<file path="src/hdl/hkol_pkg.sv">
`timescale 1ns / 1ps
// ----------------------------------------------------------------------------
// hkol_pkg
// Shared types and constants of the held key order list: stream field
// widths, controller states and the command and status groups.
// ----------------------------------------------------------------------------
package hkol_pkg;

  localparam int KEY_W        = 8;
  localparam int COUNT_W      = 4;
  localparam int SLOT_OUTPUTS = 10;
  localparam int IN_DATA_W    = 8;
  localparam int OUT_PAYLOAD_W = COUNT_W + SLOT_OUTPUTS * KEY_W;
  localparam int OUT_DATA_W   = ((OUT_PAYLOAD_W + 7) / 8) * 8;

  localparam logic REQ_PRESS   = 1'b0;
  localparam logic REQ_RELEASE = 1'b1;

  typedef enum logic [1:0] {
    ST_IDLE,
    ST_SEARCH,
    ST_SHIFT,
    ST_PUSH
  } hkol_state_t;

  typedef struct packed {
    logic load_req;
    logic clr_idx;
    logic inc_idx;
    logic append;
    logic shift;
    logic finish;
    logic load_out;
  } hkol_cmd_t;

  typedef struct packed {
    logic code_zero;
    logic is_release;
    logic at_end;
    logic at_last;
    logic match;
    logic full;
    logic out_free;
  } hkol_sts_t;

endpackage

</file>
<file path="src/hdl/hkol_ctrl.sv">
`timescale 1ns / 1ps
// ----------------------------------------------------------------------------
// hkol_ctrl
// Sequencer for one request: search the list, append a new code or close
// the gap entry by entry, then hand the updated list to the output register.
// ----------------------------------------------------------------------------
module hkol_ctrl (
  input  logic               clk,
  input  logic               rst_n,
  input  logic               in_tvalid,
  output logic               in_tready,
  input  hkol_pkg::hkol_sts_t sts,
  output hkol_pkg::hkol_cmd_t cmd
);

  hkol_pkg::hkol_state_t state_r, state_nxt;

  always_ff @(posedge clk) begin
    if (!rst_n) begin
      state_r <= hkol_pkg::ST_IDLE;
    end else begin
      state_r <= state_nxt;
    end
  end

  always_comb begin
    state_nxt = state_r;
    cmd       = '0;
    in_tready = 1'b0;
    case (state_r)
      hkol_pkg::ST_IDLE: begin
        in_tready = 1'b1;
        if (in_tvalid) begin
          cmd.load_req = 1'b1;
          cmd.clr_idx  = 1'b1;
          state_nxt    = hkol_pkg::ST_SEARCH;
        end
      end
      hkol_pkg::ST_SEARCH: begin
        if (sts.code_zero) begin
          state_nxt = hkol_pkg::ST_PUSH;
        end else if (sts.at_end) begin
          // not held: only a press with room left changes the list
          cmd.append = !sts.is_release && !sts.full;
          state_nxt  = hkol_pkg::ST_PUSH;
        end else if (sts.match) begin
          state_nxt = hkol_pkg::ST_SHIFT;
        end else begin
          cmd.inc_idx = 1'b1;
        end
      end
      hkol_pkg::ST_SHIFT: begin
        if (sts.at_last) begin
          cmd.finish = 1'b1;
          state_nxt  = hkol_pkg::ST_PUSH;
        end else begin
          cmd.shift = 1'b1;
        end
      end
      hkol_pkg::ST_PUSH: begin
        if (sts.out_free) begin
          cmd.load_out = 1'b1;
          state_nxt    = hkol_pkg::ST_IDLE;
        end
      end
      default: begin
        state_nxt = hkol_pkg::ST_IDLE;
      end
    endcase
  end

endmodule

</file>
<file path="src/hdl/hkol_dp.sv">
`timescale 1ns / 1ps
// ----------------------------------------------------------------------------
// hkol_dp
// List storage, walk index, entry count and the output register that
// holds one finished result.
// ----------------------------------------------------------------------------
module hkol_dp #(
  parameter int LIST_DEPTH = 10
) (
  input  logic                            clk,
  input  logic                            rst_n,
  input  logic                            in_tuser,
  input  logic [hkol_pkg::IN_DATA_W-1:0]  in_tdata,
  input  hkol_pkg::hkol_cmd_t             cmd,
  output hkol_pkg::hkol_sts_t             sts,
  output logic                            out_tvalid,
  input  logic                            out_tready,
  output logic [hkol_pkg::OUT_DATA_W-1:0] out_tdata
);

  localparam int CNT_W = $clog2(LIST_DEPTH + 1);
  localparam int KW    = hkol_pkg::KEY_W;

  logic [KW-1:0]    keys_r   [LIST_DEPTH];
  logic [KW-1:0]    keys_nxt [LIST_DEPTH];
  logic [CNT_W-1:0] cnt_r, cnt_nxt;
  logic [CNT_W-1:0] idx_r, idx_nxt;
  logic [CNT_W:0]   idx_inc;
  logic [CNT_W-1:0] rd_addr, wr_addr;
  logic [KW-1:0]    rd_data, wr_data;
  logic             wr_en;
  logic             release_r;
  logic [KW-1:0]    code_r;
  logic             out_valid_r;
  logic [hkol_pkg::OUT_DATA_W-1:0] out_data_r, payload;

  assign idx_inc = {1'b0, idx_r} + 1'b1;
  // while shifting, the entry behind the current one moves forward
  assign rd_addr = cmd.shift ? idx_inc[CNT_W-1:0] : idx_r;

  always_comb begin
    rd_data = '0;
    for (int i = 0; i < LIST_DEPTH; i++) begin
      if (rd_addr == CNT_W'(i)) begin
        rd_data = keys_r[i];
      end
    end
  end

  assign wr_en   = cmd.append | cmd.shift | cmd.finish;
  assign wr_addr = cmd.append ? cnt_r : idx_r;
  assign wr_data = cmd.append ? code_r :
                   cmd.shift  ? rd_data :
                   (release_r == hkol_pkg::REQ_RELEASE) ? '0 : code_r;

  always_comb begin
    for (int i = 0; i < LIST_DEPTH; i++) begin
      keys_nxt[i] = keys_r[i];
      if (wr_en && (wr_addr == CNT_W'(i))) begin
        keys_nxt[i] = wr_data;
      end
    end
  end

  always_comb begin
    cnt_nxt = cnt_r;
    if (cmd.append) begin
      cnt_nxt = cnt_r + 1'b1;
    end else if (cmd.finish && (release_r == hkol_pkg::REQ_RELEASE)) begin
      cnt_nxt = cnt_r - 1'b1;
    end
  end

  always_comb begin
    idx_nxt = idx_r;
    if (cmd.clr_idx) begin
      idx_nxt = '0;
    end else if (cmd.inc_idx || cmd.shift) begin
      idx_nxt = idx_inc[CNT_W-1:0];
    end
  end

  always_ff @(posedge clk) begin
    if (!rst_n) begin
      cnt_r       <= '0;
      out_valid_r <= 1'b0;
    end else begin
      cnt_r <= cnt_nxt;
      if (cmd.load_out) begin
        out_valid_r <= 1'b1;
      end else if (out_tready) begin
        out_valid_r <= 1'b0;
      end
    end
  end

  // entries at or past the count are never read, so storage needs no reset
  always_ff @(posedge clk) begin
    idx_r <= idx_nxt;
    for (int i = 0; i < LIST_DEPTH; i++) begin
      keys_r[i] <= keys_nxt[i];
    end
    if (cmd.load_req) begin
      release_r <= in_tuser;
      code_r    <= in_tdata[KW-1:0];
    end
    if (cmd.load_out) begin
      out_data_r <= payload;
    end
  end

  assign payload[hkol_pkg::COUNT_W-1:0] = hkol_pkg::COUNT_W'(cnt_r);
  assign payload[hkol_pkg::OUT_DATA_W-1:hkol_pkg::OUT_PAYLOAD_W] = '0;

  for (genvar j = 0; j < hkol_pkg::SLOT_OUTPUTS; j++) begin : g_slot
    if (j < LIST_DEPTH) begin : g_used
      assign payload[hkol_pkg::COUNT_W + j*KW +: KW] =
        (CNT_W'(j) < cnt_r) ? keys_r[j] : '0;
    end else begin : g_unused
      assign payload[hkol_pkg::COUNT_W + j*KW +: KW] = '0;
    end
  end

  assign sts.code_zero  = (code_r == '0);
  assign sts.is_release = (release_r == hkol_pkg::REQ_RELEASE);
  assign sts.at_end     = (idx_r == cnt_r);
  assign sts.at_last    = (idx_inc >= {1'b0, cnt_r});
  assign sts.match      = (rd_data == code_r);
  assign sts.full       = (cnt_r == CNT_W'(LIST_DEPTH));
  assign sts.out_free   = !out_valid_r || out_tready;

  assign out_tvalid = out_valid_r;
  assign out_tdata  = out_data_r;

`ifndef SYNTHESIS
  a_cnt_bound: assert property (@(posedge clk) disable iff (!rst_n)
    cnt_r <= CNT_W'(LIST_DEPTH))
    else $error("held count above list depth");

  a_append_room: assert property (@(posedge clk) disable iff (!rst_n)
    cmd.append |-> !sts.full)
    else $error("append into a full list");

  a_one_write: assert property (@(posedge clk) disable iff (!rst_n)
    $onehot0({cmd.append, cmd.shift, cmd.finish}))
    else $error("more than one list write in a cycle");

  a_no_overwrite: assert property (@(posedge clk) disable iff (!rst_n)
    cmd.load_out |-> (!out_valid_r || out_tready))
    else $error("result overwritten before it was taken");

  a_release_dec: assert property (@(posedge clk) disable iff (!rst_n)
    (cmd.finish && sts.is_release) |=> (cnt_r == $past(cnt_r) - 1'b1))
    else $error("release of a held key did not shrink the list");
`endif

endmodule

</file>
<file path="src/hdl/held_key_order_list.sv">
`timescale 1ns / 1ps
// ----------------------------------------------------------------------------
// held_key_order_list
// Ordered list of held key codes, oldest first, updated per key request.
// ----------------------------------------------------------------------------
// Input channel (in_*): one key request per transfer, in_tuser = 0 for a
// press and 1 for a release, in_tdata = key code. Code 0 changes nothing.
// A press of a new code appends it (ignored when the list is full), a press
// of a held code moves it to the end, a release removes it and closes up.
// Output channel (out_*): one result per request, carrying the held count
// and ten slots, oldest first, empty slots as 0.
// Timing: a request is taken in ST_IDLE, then the list is walked one entry
// per cycle until the code is found or the end is passed (code 0 skips the
// walk); for a held code the walk goes on from there, one entry per cycle,
// to close the gap. The result is then loaded in ST_PUSH, and only after
// that is the next request taken. The single read port on the list is why
// the walk goes one entry at a time.
// The result sits in an output register: if the receiver stalls, the next
// request is still accepted and processed, and waits only to load its result.
// Reset empties the list and drops any pending result.
// ----------------------------------------------------------------------------
module held_key_order_list #(
  parameter int LIST_DEPTH = 10
) (
  input  logic                            clk,
  input  logic                            rst_n,
  input  logic                            in_tvalid,
  output logic                            in_tready,
  input  logic [hkol_pkg::IN_DATA_W-1:0]  in_tdata,   // [7:0] key_code
  input  logic                            in_tuser,   // [0] req_type
  output logic                            out_tvalid,
  input  logic                            out_tready,
  // [3:0] held_count, [11:4] slot_0, [19:12] slot_1 ... [83:76] slot_9, [87:84] zero
  output logic [hkol_pkg::OUT_DATA_W-1:0] out_tdata
);

  hkol_pkg::hkol_cmd_t cmd;
  hkol_pkg::hkol_sts_t sts;

  hkol_ctrl u_ctrl (
    .clk       (clk),
    .rst_n     (rst_n),
    .in_tvalid (in_tvalid),
    .in_tready (in_tready),
    .sts       (sts),
    .cmd       (cmd)
  );

  hkol_dp #(
    .LIST_DEPTH (LIST_DEPTH)
  ) u_dp (
    .clk        (clk),
    .rst_n      (rst_n),
    .in_tuser   (in_tuser),
    .in_tdata   (in_tdata),
    .cmd        (cmd),
    .sts        (sts),
    .out_tvalid (out_tvalid),
    .out_tready (out_tready),
    .out_tdata  (out_tdata)
  );

endmodule

</file>
<file path="config.mk">
export PLATFORM = sky130hd
export DESIGN_NAME = held_key_order_list
export DESIGN_NICKNAME = d
export VERILOG_FILES = /design/src/hdl/hkol_pkg.sv /design/src/hdl/hkol_ctrl.sv /design/src/hdl/hkol_dp.sv /design/src/hdl/held_key_order_list.sv
export SDC_FILE = /design/constraint.sdc
export NUM_CORES = 1
export LEC_CHECK = 0
export ABC_AREA = 0
export BUFFER_PORTS_ARGS = -buffer_cell sky130_fd_sc_hd__buf_4
export CORE_ASPECT_RATIO = 0.9
export CORE_UTILIZATION = 45
export CTS_CLUSTER_SIZE = 40
export DETAILED_ROUTE_END_ITERATION = 7
export SYNTH_ARGS = -nofsm -noshare
export SYNTH_HDL_FRONTEND = slang
export SYNTH_SLANG_ARGS = --single-unit
</file>
<file path="constraint.sdc">
create_clock -name clk -period 7.8 [get_ports clk]
set_clock_uncertainty 0.15 [all_clocks]
set_input_delay 0.39 -clock clk [delete_from_list [all_inputs] [get_ports clk]]
set_output_delay 0.39 -clock clk [all_outputs]
set_load 0.03 [all_outputs]
</file>
# --- Word level (Yosys, flattened, before mapping) ---
# Memories as Yosys holds them, arrays and structs flattened.
# Index checks and enable logic that the tools add are counted.
totals:
  reg_bits: 104
  mem_bits_rw: 80
  inputBits: 13
  out_inout_bits: 90
  wordCells: 135
  n_memories: 1
mem_list:
  columns: ["name", "depth", "width", "read_ports", "rd_ports_with_merged_regs", "write_ports", "line", "source"]
  rows:
  - ["u_dp.keys_r", 10, 8, 10, 0, 10, "hkol_dp.sv:24", "logic [KW-1:0] keys_r [LIST_DEPTH];"]
op_classes:
  n_addsub: 3
  magnitude_cmp: 11
  eq_ne: 28
  muxes: 49
  bitwise: 2
  n_reduce_logical: 24
ops:
  columns: ["operator", "n"]
  rows:
  - ["2-to-1 mux 8 bit", 23]
  - ["equality test 4 x 3 -> 1 bit (second input constant)", 8]
  - ["2-to-1 mux 2 bit", 11]
  - ["equality test 4 bit (second input constant)", 5]
  - ["equality test 4 x 2 -> 1 bit (second input constant)", 4]
  - ["less-than comparator 3 x 4 -> 1 bit (first input constant)", 4]
  - ["2-to-1 mux 4 bit", 4]
  - ["logical AND 1 bit", 12]
  - ["2-to-1 mux 1 bit", 10]
  - ["equality test 4 x 1 -> 1 bit (second input constant)", 2]
  - ["equality test 8 bit", 1]
  - ["logical NOT 4 bit", 2]
  - ["logical NOT 8 bit", 1]
  - ["less-than comparator 1 x 4 -> 1 bit (first input constant)", 2]
  - ["less-than comparator 2 x 4 -> 1 bit (first input constant)", 2]
  - ["less-than comparator 4 bit (first input constant)", 2]
  - ["one-hot mux 2 bit (4 select lines)", 1]
  - ["inequality test 2 bit (second input constant)", 3]
  - ["adder 4 x 1 -> 5 bit (second input constant)", 1]
  - [">= comparator 5 x 4 -> 1 bit", 1]
  - ["adder 4 x 1 -> 4 bit (second input constant)", 1]
  - ["equality test 2 bit (second input constant)", 2]
  - ["equality test 4 bit", 1]
  - ["inequality test 4 bit (second input constant)", 1]
  - ["8 further kinds", 13]

# --- Logic depth before layout (Yosys ltp) ---
# Gate-level depths: netlist of the first run.
depth:
  ltp_word: 25
  depth_mapped: 19
  mapped_depth_nobuf: 15

# --- Hierarchy ---
# A second synthesis of the first run with hierarchy kept.
unflattened:
  cells_unflattened: 607
  area_unflattened_um2: 8334.2
modules_own_cells:
  columns: ["module", "instances", "cells_each", "area_per_inst_um2"]
  rows:
  - ["hkol_dp", 1, 578, 8077.7]
  - ["hkol_ctrl", 1, 29, 256.5]

# --- Least setup slack after synthesis of the first run ---
# Ideal clock, no wire load.
synth_timing:
  path_type: "reg2reg"
  startpoint: "reg u_dp.out_valid_r (netlist: u_dp.out_tvalid)"
  endpoint: "reg u_dp.out_data_r, in the netlist u_dp.out_tdata[0], enable pin"
  arrival_time_ps: 4337
  path_slack_ps: 2775
  stages_incl_launch_ff: 3
  synth_period_minus_slack_ps: 5025
  cell_sequence: "dfxtp_1 -> nor2b_1 -> nor2b_1"
synth_lines:
  columns: ["item", "line", "source"]
  rows:
  - ["from (decl)", "hkol_dp.sv:34", "logic out_valid_r;"]
  - ["from (signal assigned)", "hkol_dp.sv:86", "out_valid_r <= 1'b0;"]
  - ["from (signal assigned)", "hkol_dp.sv:90", "out_valid_r <= 1'b1;"]
  - ["from (signal assigned)", "hkol_dp.sv:92", "out_valid_r <= 1'b0;"]
  - ["to (signal assigned)", "hkol_dp.sv:108", "out_data_r <= payload;"]
  - ["to (decl)", "hkol_dp.sv:35", "logic [hkol_pkg::OUT_DATA_W-1:0] out_data_r, payload;"]

# --- Final worst setup path of the first run ---
layout_timing:
  startpoint: "reg u_dp.idx_r[1]"
  endpoint: "reg u_ctrl.state_r[0]"
layout_between:
  elab_chain_cells: 19
  elab_cells_between_ends: 33
  classes_between: "add/sub (1); order compare (1); eq/ne (13); mux (16); reduce/logical (2)"
layout_rtl:
  columns: ["item", "line", "source"]
  rows:
  - ["from (decl)", "hkol_dp.sv:27", "logic [CNT_W-1:0] idx_r, idx_nxt;"]
  - ["from (signal assigned)", "hkol_dp.sv:99", "idx_r <= idx_nxt;"]
  - ["adder 4 x 1 -> 5 bit *", "hkol_dp.sv:37", "assign idx_inc = {1'b0, idx_r} + 1'b1;"]
  - ["via u_dp.idx_inc[2]", "hkol_dp.sv:28", "logic [CNT_W:0] idx_inc;"]
  - [">= comparator 5 x 4 -> 1 bit", "hkol_dp.sv:127", "assign sts.at_last = (idx_inc >= {1'b0, cnt_r});"]
  - ["2-to-1 mux 1 bit", "hkol_ctrl.sv:53", "if (sts.at_last) begin"]
  - ["2-to-1 mux 2 bit", "hkol_ctrl.sv:30", "case (state_r)"]
  - ["2-to-1 mux 4 bit", "hkol_dp.sv:39", "assign rd_addr = cmd.shift ? idx_inc[CNT_W-1:0] : idx_r;"]
  - ["logical NOT 4 bit", "hkol_dp.sv:44", "if (rd_addr == CNT_W'(i)) begin"]
  - ["2-to-1 mux 8 bit (10 in a row)", "hkol_dp.sv:44", null]
  - ["equality test 8 bit", "hkol_dp.sv:128", "assign sts.match = (rd_data == code_r);"]
  - ["inequality test 4 bit (no line)", null, null]
  - ["AND reduction 4 bit (no line) *", null, null]
  - ["to (signal assigned)", "hkol_ctrl.sv:20", "state_r <= hkol_pkg::ST_IDLE;"]
  - ["to (signal assigned)", "hkol_ctrl.sv:22", "state_r <= state_nxt;"]
  - ["to (decl)", "hkol_ctrl.sv:16", "hkol_pkg::hkol_state_t state_r, state_nxt;"]
# The timed path passes the listed nets; every way through them passes the cells marked *.
# A chain may end at the register's enable or synchronous reset.

==> flow_metrics.env, run 1 <==
export IMPL_cts_buffer_depth=2
export IMPL_clk_root_buffer_cell="clkbuf_16"
export IMPL_min_from="rst_n"
export IMPL_cts_tree="built"
export IMPL_die_x_um=150.3
export IMPL_grt_pass1_vias=6367
export IMPL_cts_resized=0
export IMPL_yosys_area_top_type="edfxtp_1"
export IMPL_clock_sinks=184
export IMPL_drc=0
export IMPL_met1_usage=0.3848
export IMPL_final_cell_mix="173 x edfxtp_1, 112 x buf_4, 57 x nor2b_1"
export IMPL_ctsHoldBuffers=9
export IMPL_yosysUniqueCellTypes=79
export IMPL_wl_um=27800
export IMPL_crit_start="u_dp.idx_r[1]"
export IMPL_grt_pass1_wl_um=40360
export IMPL_path_cells="ha_1 > and2_1 > nor2_1 > ha_1 > a21oi_1 > o21ai_2 > a21oi_2 > o211ai_1 > a21oi_1 > a22oi_1 > o311ai_0 > o221ai_1 > or4b_1 > a222oi_1 > o221a_1"
export IMPL_arrival_ns=6.51
export IMPL_setup_viol=0
export IMPL_final_nets=846
export IMPL_syn_to_final_growth_pct=18.86
export IMPL_dp_hpwl_um=20550
export IMPL_antenna_found_initial=0
export IMPL_drive_gt1_frac=0.2173
export IMPL_worst_hold_slack_ns=0.06322
export IMPL_die_h_um=135.5
export IMPL_total_power_uw=3333
export IMPL_grt_max_degree=50
export IMPL_vias_per_cell=6.033
export IMPL_slew_headroom=0.1517
export IMPL_synth_area_um2=8905
export IMPL_r2r_slack_ns=1.52
export IMPL_wl_per_cell_um=25.67
export IMPL_cp_buffers_inverters=0
export IMPL_n_antenna_cell=0
export IMPL_tns_ns=0
export IMPL_ioPinCount=103
export IMPL_start_util=0.4619
export IMPL_design_area_um2=10580
export IMPL_avgSynthCellArea_um2=12.49
export IMPL_drv_slew=0
export IMPL_grt_busiest_layer="met2"
export IMPL_finalCritPeriodShare=0.8050
export IMPL_p_per_area_nw_per_um2=314.9
export IMPL_met3_usage=0.05657
export IMPL_grt_use_total=0.2828
export IMPL_crit_path_max_fanout=21
export IMPL_outcome="completed"
export IMPL_finalCriticalPeriod_ns=6.279
export IMPL_instances_no_fill=1083
export IMPL_synth_area_top_cells="edfxtp_1 58%, nor2b_1 4.1%, dfxtp_1 2.5%"
export IMPL_h_tree_depth=4
export IMPL_rsz0062_at_grt="no"
export IMPL_num_vias=6534
export IMPL_grt_met2_usage=0.4511
export IMPL_syn_inst=713
export IMPL_drt_iter0_markers=701
export IMPL_ant_nets=0
export IMPL_gp_congestion=0.9382
export IMPL_synth_edff_count=173
export IMPL_crit_type="reg2reg"
export IMPL_postCtsSetupBuffers=0
export IMPL_seq_area_frac_synth=0.6081
export IMPL_synth_top_area_frac=0.5834
export IMPL_worst_slew_pin_slew_ns=1.264
export IMPL_placedCellCount=1042
export IMPL_layout_commonest_cell="edfxtp_1"
export IMPL_synth_warnings=0
export IMPL_worstReg2RegStart="u_dp.idx_r[1]"
export IMPL_ys_async_sr_fraction=0
export IMPL_cp_data_required_time_ns=8.03
export IMPL_irDropWorstVdd_v=0.0001668
export IMPL_dieArea_um2=20360
export IMPL_first_pass_iters=5
export IMPL_p_leak_uw=0.003723
export IMPL_synth_flop_cell="edfxtp_1"
export IMPL_gr_total_overflow=0
export IMPL_slowest_delay_ns=0.95
export IMPL_clock_fmax_ghz=0.1593
export IMPL_num_fill_cells=1647
export IMPL_crit_path_end_kind="flop"
export IMPL_placedInstanceArea_um2=9887
export IMPL_clock_latency_ns=0.44
export IMPL_ys_seq_elements=184
export IMPL_clkTransAtPathRegs_ns=0.08
export IMPL_cts_buffers=17
export IMPL_finalHoldViolations=0
export IMPL_slowest_stage="a21oi_2"
export IMPL_fp_row_count=48
export IMPL_port_buffers=98
export IMPL_max_cap_violations=0
export IMPL_crit_family="compound AO/OA/AOI/OAI gates"
export IMPL_hp_class="in2reg"
export IMPL_critPathLaunchType="flop"
export IMPL_core_area_um2=19280
where the power goes:
part | switching (uW) | internal, uW
Combinational | 769 | 357
Clock | 436 | 435
Sequential | 80.8 | 1250
Total | 1290 | 2050
cells by family (layout without fill, tap and decap cells):
family / after synthesis / after routing / synth area share
xor gates and xnor gates: 11 / 11 / 0.01251
adders and majority gates: 13 / 13 / 0.01827
muxes: 24 / 24 / 0.03316
buffers and inverters: 61 / 178 / 0.03344
and+or+nand+nor: 254 / 254 / 0.1579
DFF: 184 / 184 / 0.6081
AOI/OAI and AO/OA: 165 / 165 / 0.1362
other: 1 / 4 / 0.0004211
path summary, 6_finish.rpt:
path,endpoint,cells past startpoint
min,u_dp.out_tvalid,2
max,u_ctrl.state_r[0],15
max reg2reg,u_ctrl.state_r[0],15
min reg2reg,u_ctrl.state_r[1],2
cell type report:
class	count	area [um^2]	area share
clock inverters	14	177.7	0.01679
multi-input cells	471	3224	0.3046
clock buffers	18	429.2	0.04055
well taps	250	312.8	0.02955
repair buffers	121	930.9	0.08795
inverters	25	93.84	0.008866
flip-flops and latches	184	5415	0.5116
cell usage after synthesis (12+ instances only):
master and count:
edfxtp_1 173, nor2b_1 58, nand2_1 40, nor2_1 38, and2_1 33, o21ai_0 28
a21oi_1 27, inv_1 25, nor3_1 17, mux2i_1 16, clkbuf_1 14, ha_1 13
a211oi_1 12
flip-flops by register name (all words and copies together) (netlist names):
name,flops
u_dp.out_tdata,84
u_dp.keys_r,80
u_dp.code_r,8
u_dp.cnt_r,4
u_dp.idx_r,4
u_ctrl.state_r,2
u_dp.out_tvalid,1
u_dp.release_r,1
metal layers:
metal,up-vias,routed length (um)
met5,-,0
met4,0,836
met3,44,1794
met2,305,13170
met1,3282,12010
li1,2903,-
metrics by stage:
step | util | worst slack (ns)
finish | 0.5490 | 1.521
global route | 0.5490 | 1.264
CTS | 0.5490 | 1.679
detailed placement | 0.5129 | 1.688
global placement | 0.5129 | 1.825
floorplan | - | 2.775
No activity file was read; power rests on OpenSTA's default activity.
==> run 2: changes to the inputs <==
clock period = 5.8 ns   (was 7.8 ns; I/O delays follow)
==> flow_metrics.env, run 2 (same netlist as run 1, synthesis figures left out) <==
export IMPL_combPwrFrac=0.348
export IMPL_outcome="completed"
export IMPL_drc=0
export IMPL_p_leak_uw=0.003825
export IMPL_final_cell_mix="173 x edfxtp_1, 129 x buf_4, 57 x nor2b_1"
export IMPL_clk_root_buffer_cell="clkbuf_16"
export IMPL_tns_ns=0
export IMPL_start_util=0.4619
export IMPL_finalCritPeriodShare=0.9474
export IMPL_switching_share=0.3882
export IMPL_drt_iter0_markers=517
export IMPL_finalHoldViolations=0
export IMPL_crit_path_end="u_ctrl.state_r[0]"
export IMPL_layout_commonest_cell="edfxtp_1"
export IMPL_vias_per_cell=5.919
export IMPL_cts_tree="built"
export IMPL_arrival_ns=5.73
export IMPL_hp_class="in2reg"
export IMPL_gp_congestion=0.9481
export IMPL_ioPinCount=103
export IMPL_num_vias=6523
export IMPL_cp_data_required_time_ns=6.03
export IMPL_irDropWorstVdd_v=0.0002268
export IMPL_clock_fmax_ghz=0.1820
export IMPL_crit_start="u_dp.idx_r[0]"
export IMPL_grt_pass1_wl_um=40740
export IMPL_placedCellCount=1059
export IMPL_max_cap_violations=0
export IMPL_ant_nets=0
export IMPL_setup_viol=0
export IMPL_core_area_um2=19280
export IMPL_largest_reg_flops=84
export IMPL_clock_latency_ns=0.44
export IMPL_power_internal_uw=2792
export IMPL_instances_no_fill=1102
export IMPL_die_x_um=150.3
export IMPL_slew_headroom=0.1666
export IMPL_fp_row_count=48
export IMPL_gr_total_overflow=0
export IMPL_port_buffers=98
export IMPL_drive_gt1_frac=0.2327
export IMPL_drv_slew=0
export IMPL_syn_to_final_growth_pct=20.75
export IMPL_wl_per_cell_um=25.35
export IMPL_p_seq_frac=0.390
export IMPL_wl_um=27940
export IMPL_grt_max_degree=44
export IMPL_crit_path_end_kind="flop"
export IMPL_grt_pass1_vias=6418
export IMPL_worstReg2RegStart="u_dp.idx_r[0]"
export IMPL_antenna_found_initial=1
export IMPL_cts_buffers=17
export IMPL_clock_sinks=184
export IMPL_reg2reg_to="u_ctrl.state_r[0]"
export IMPL_r2r_cells=16
export IMPL_die_h_um=135.5
export IMPL_clkTransAtPathRegs_ns=0.07
export IMPL_grt_use_total=0.2868
export IMPL_crit_type="reg2reg"
export IMPL_first_pass_iters=5
export IMPL_dieArea_um2=20360
export IMPL_p_per_area_nw_per_um2=424.4
export IMPL_dp_hpwl_um=21170
export IMPL_worst_slew_pin_slew_ns=1.241
export IMPL_p_sw_uw=1771
export IMPL_finalCriticalPeriod_ns=5.495
export IMPL_h_tree_depth=4
export IMPL_clkPwrFrac=0.262
export IMPL_rsz0062_at_grt="no"
export IMPL_critPathLaunchType="flop"
export IMPL_crit_path_max_fanout=14
export IMPL_r2r_slack_ns=0.30
export IMPL_cts_buffer_depth=2
export IMPL_final_nets=864
## run 2: changes by cell type in the layout (fill, tap and decap cells not counted), sizes merged
cell         before  now
diode             0    1
inv              31   32
dlygate4sd3       9   10
clkbuf           18   17
buf             112  129
## run 2: per-stage QoR
stage	utilization	hold WS (ns)	instance area (um^2)	power (uW)	setup slack, ns
finish	0.5578	0.07980	10750	4563	0.3050
CTS	0.5561	0.08046	10720	4530	0.2380
global placement	0.5188	0.3191	10000	3319	0.2873
floorplan	-	0.2389	8916	2747	0.7755
global route	0.5576	0.09922	10750	4738	0.03273
detailed placement	0.5188	0.3195	10000	3344	0.2692
## run 2: final cells by class
type	count	area (um^2)
fill	1632	8526
clock inverter	15	195.2
multi-input combinational	471	3239
antenna	1	2.502
inverter	25	93.84
timing repair buffer	139	1069
tap	250	312.8
clock buffer	17	425.4
sequential	184	5415
## run 2: metal layers
layer | up-vias | track usage | wire length (um)
met5 | - | 0 | 0
met4 | 0 | 0.1089 | 926
met3 | 49 | 0.06027 | 1815
met2 | 277 | 0.4680 | 13490
met1 | 3250 | 0.3749 | 11700
li1 | 2947 | - | -
## run 2: critical path: stages, from the launching register on
cell,delay [ns]
dfxtp_1,0.47
ha_1,0.33
and2_1,0.18
nor2_1,0.05
ha_1,0.28
a21oi_1,0.27
o21ai_4,0.23
a211oi_4,0.36
xor2_2,0.51
buf_4,0.28
a21oi_2,0.08
a22oi_1,0.49
or3_1,0.21
o221ai_1,0.17
or4b_1,0.64
a222oi_1,0.44
o221a_1,0.27
## run 2: what timing repair did
action | in CTS | in global routing
setup buffers | 0 | 0
hold endpoints to repair | 14 | 0
gates resized for setup | 0 | 4
setup endpoints to repair | 0 | 2
hold buffers | 10 | 0
## run 2: power by group through the flow
| stage | sequential (uW) | combinational, uW | clock [uW] |
|---|---|---|---|
| 3_3_place_gp | 1800 | 1510 | 0 |
| 4_1_cts | 1780 | 1550 | 1200 |
| 2_1_floorplan | 1880 | 866 | 0 |
| 3_5_place_dp | 1810 | 1530 | 0 |
| 6_report | 1780 | 1590 | 1190 |
| 5_1_grt | 1800 | 1690 | 1260 |
## run 2: how the worst min path moves through the flow
stage	startpoint	depth (start not counted)	end
2_1_floorplan	in_tdata[0]	0	u_dp.code_r[0]
3_3_place_gp	in_tdata[1]	1	u_dp.code_r[1]
3_5_place_dp	in_tdata[1]	1	u_dp.code_r[1]
4_1_cts	out_tready	3	u_dp.out_tvalid
5_1_grt	out_tready	3	u_dp.out_tvalid
6_report	out_tready	3	u_dp.out_tvalid
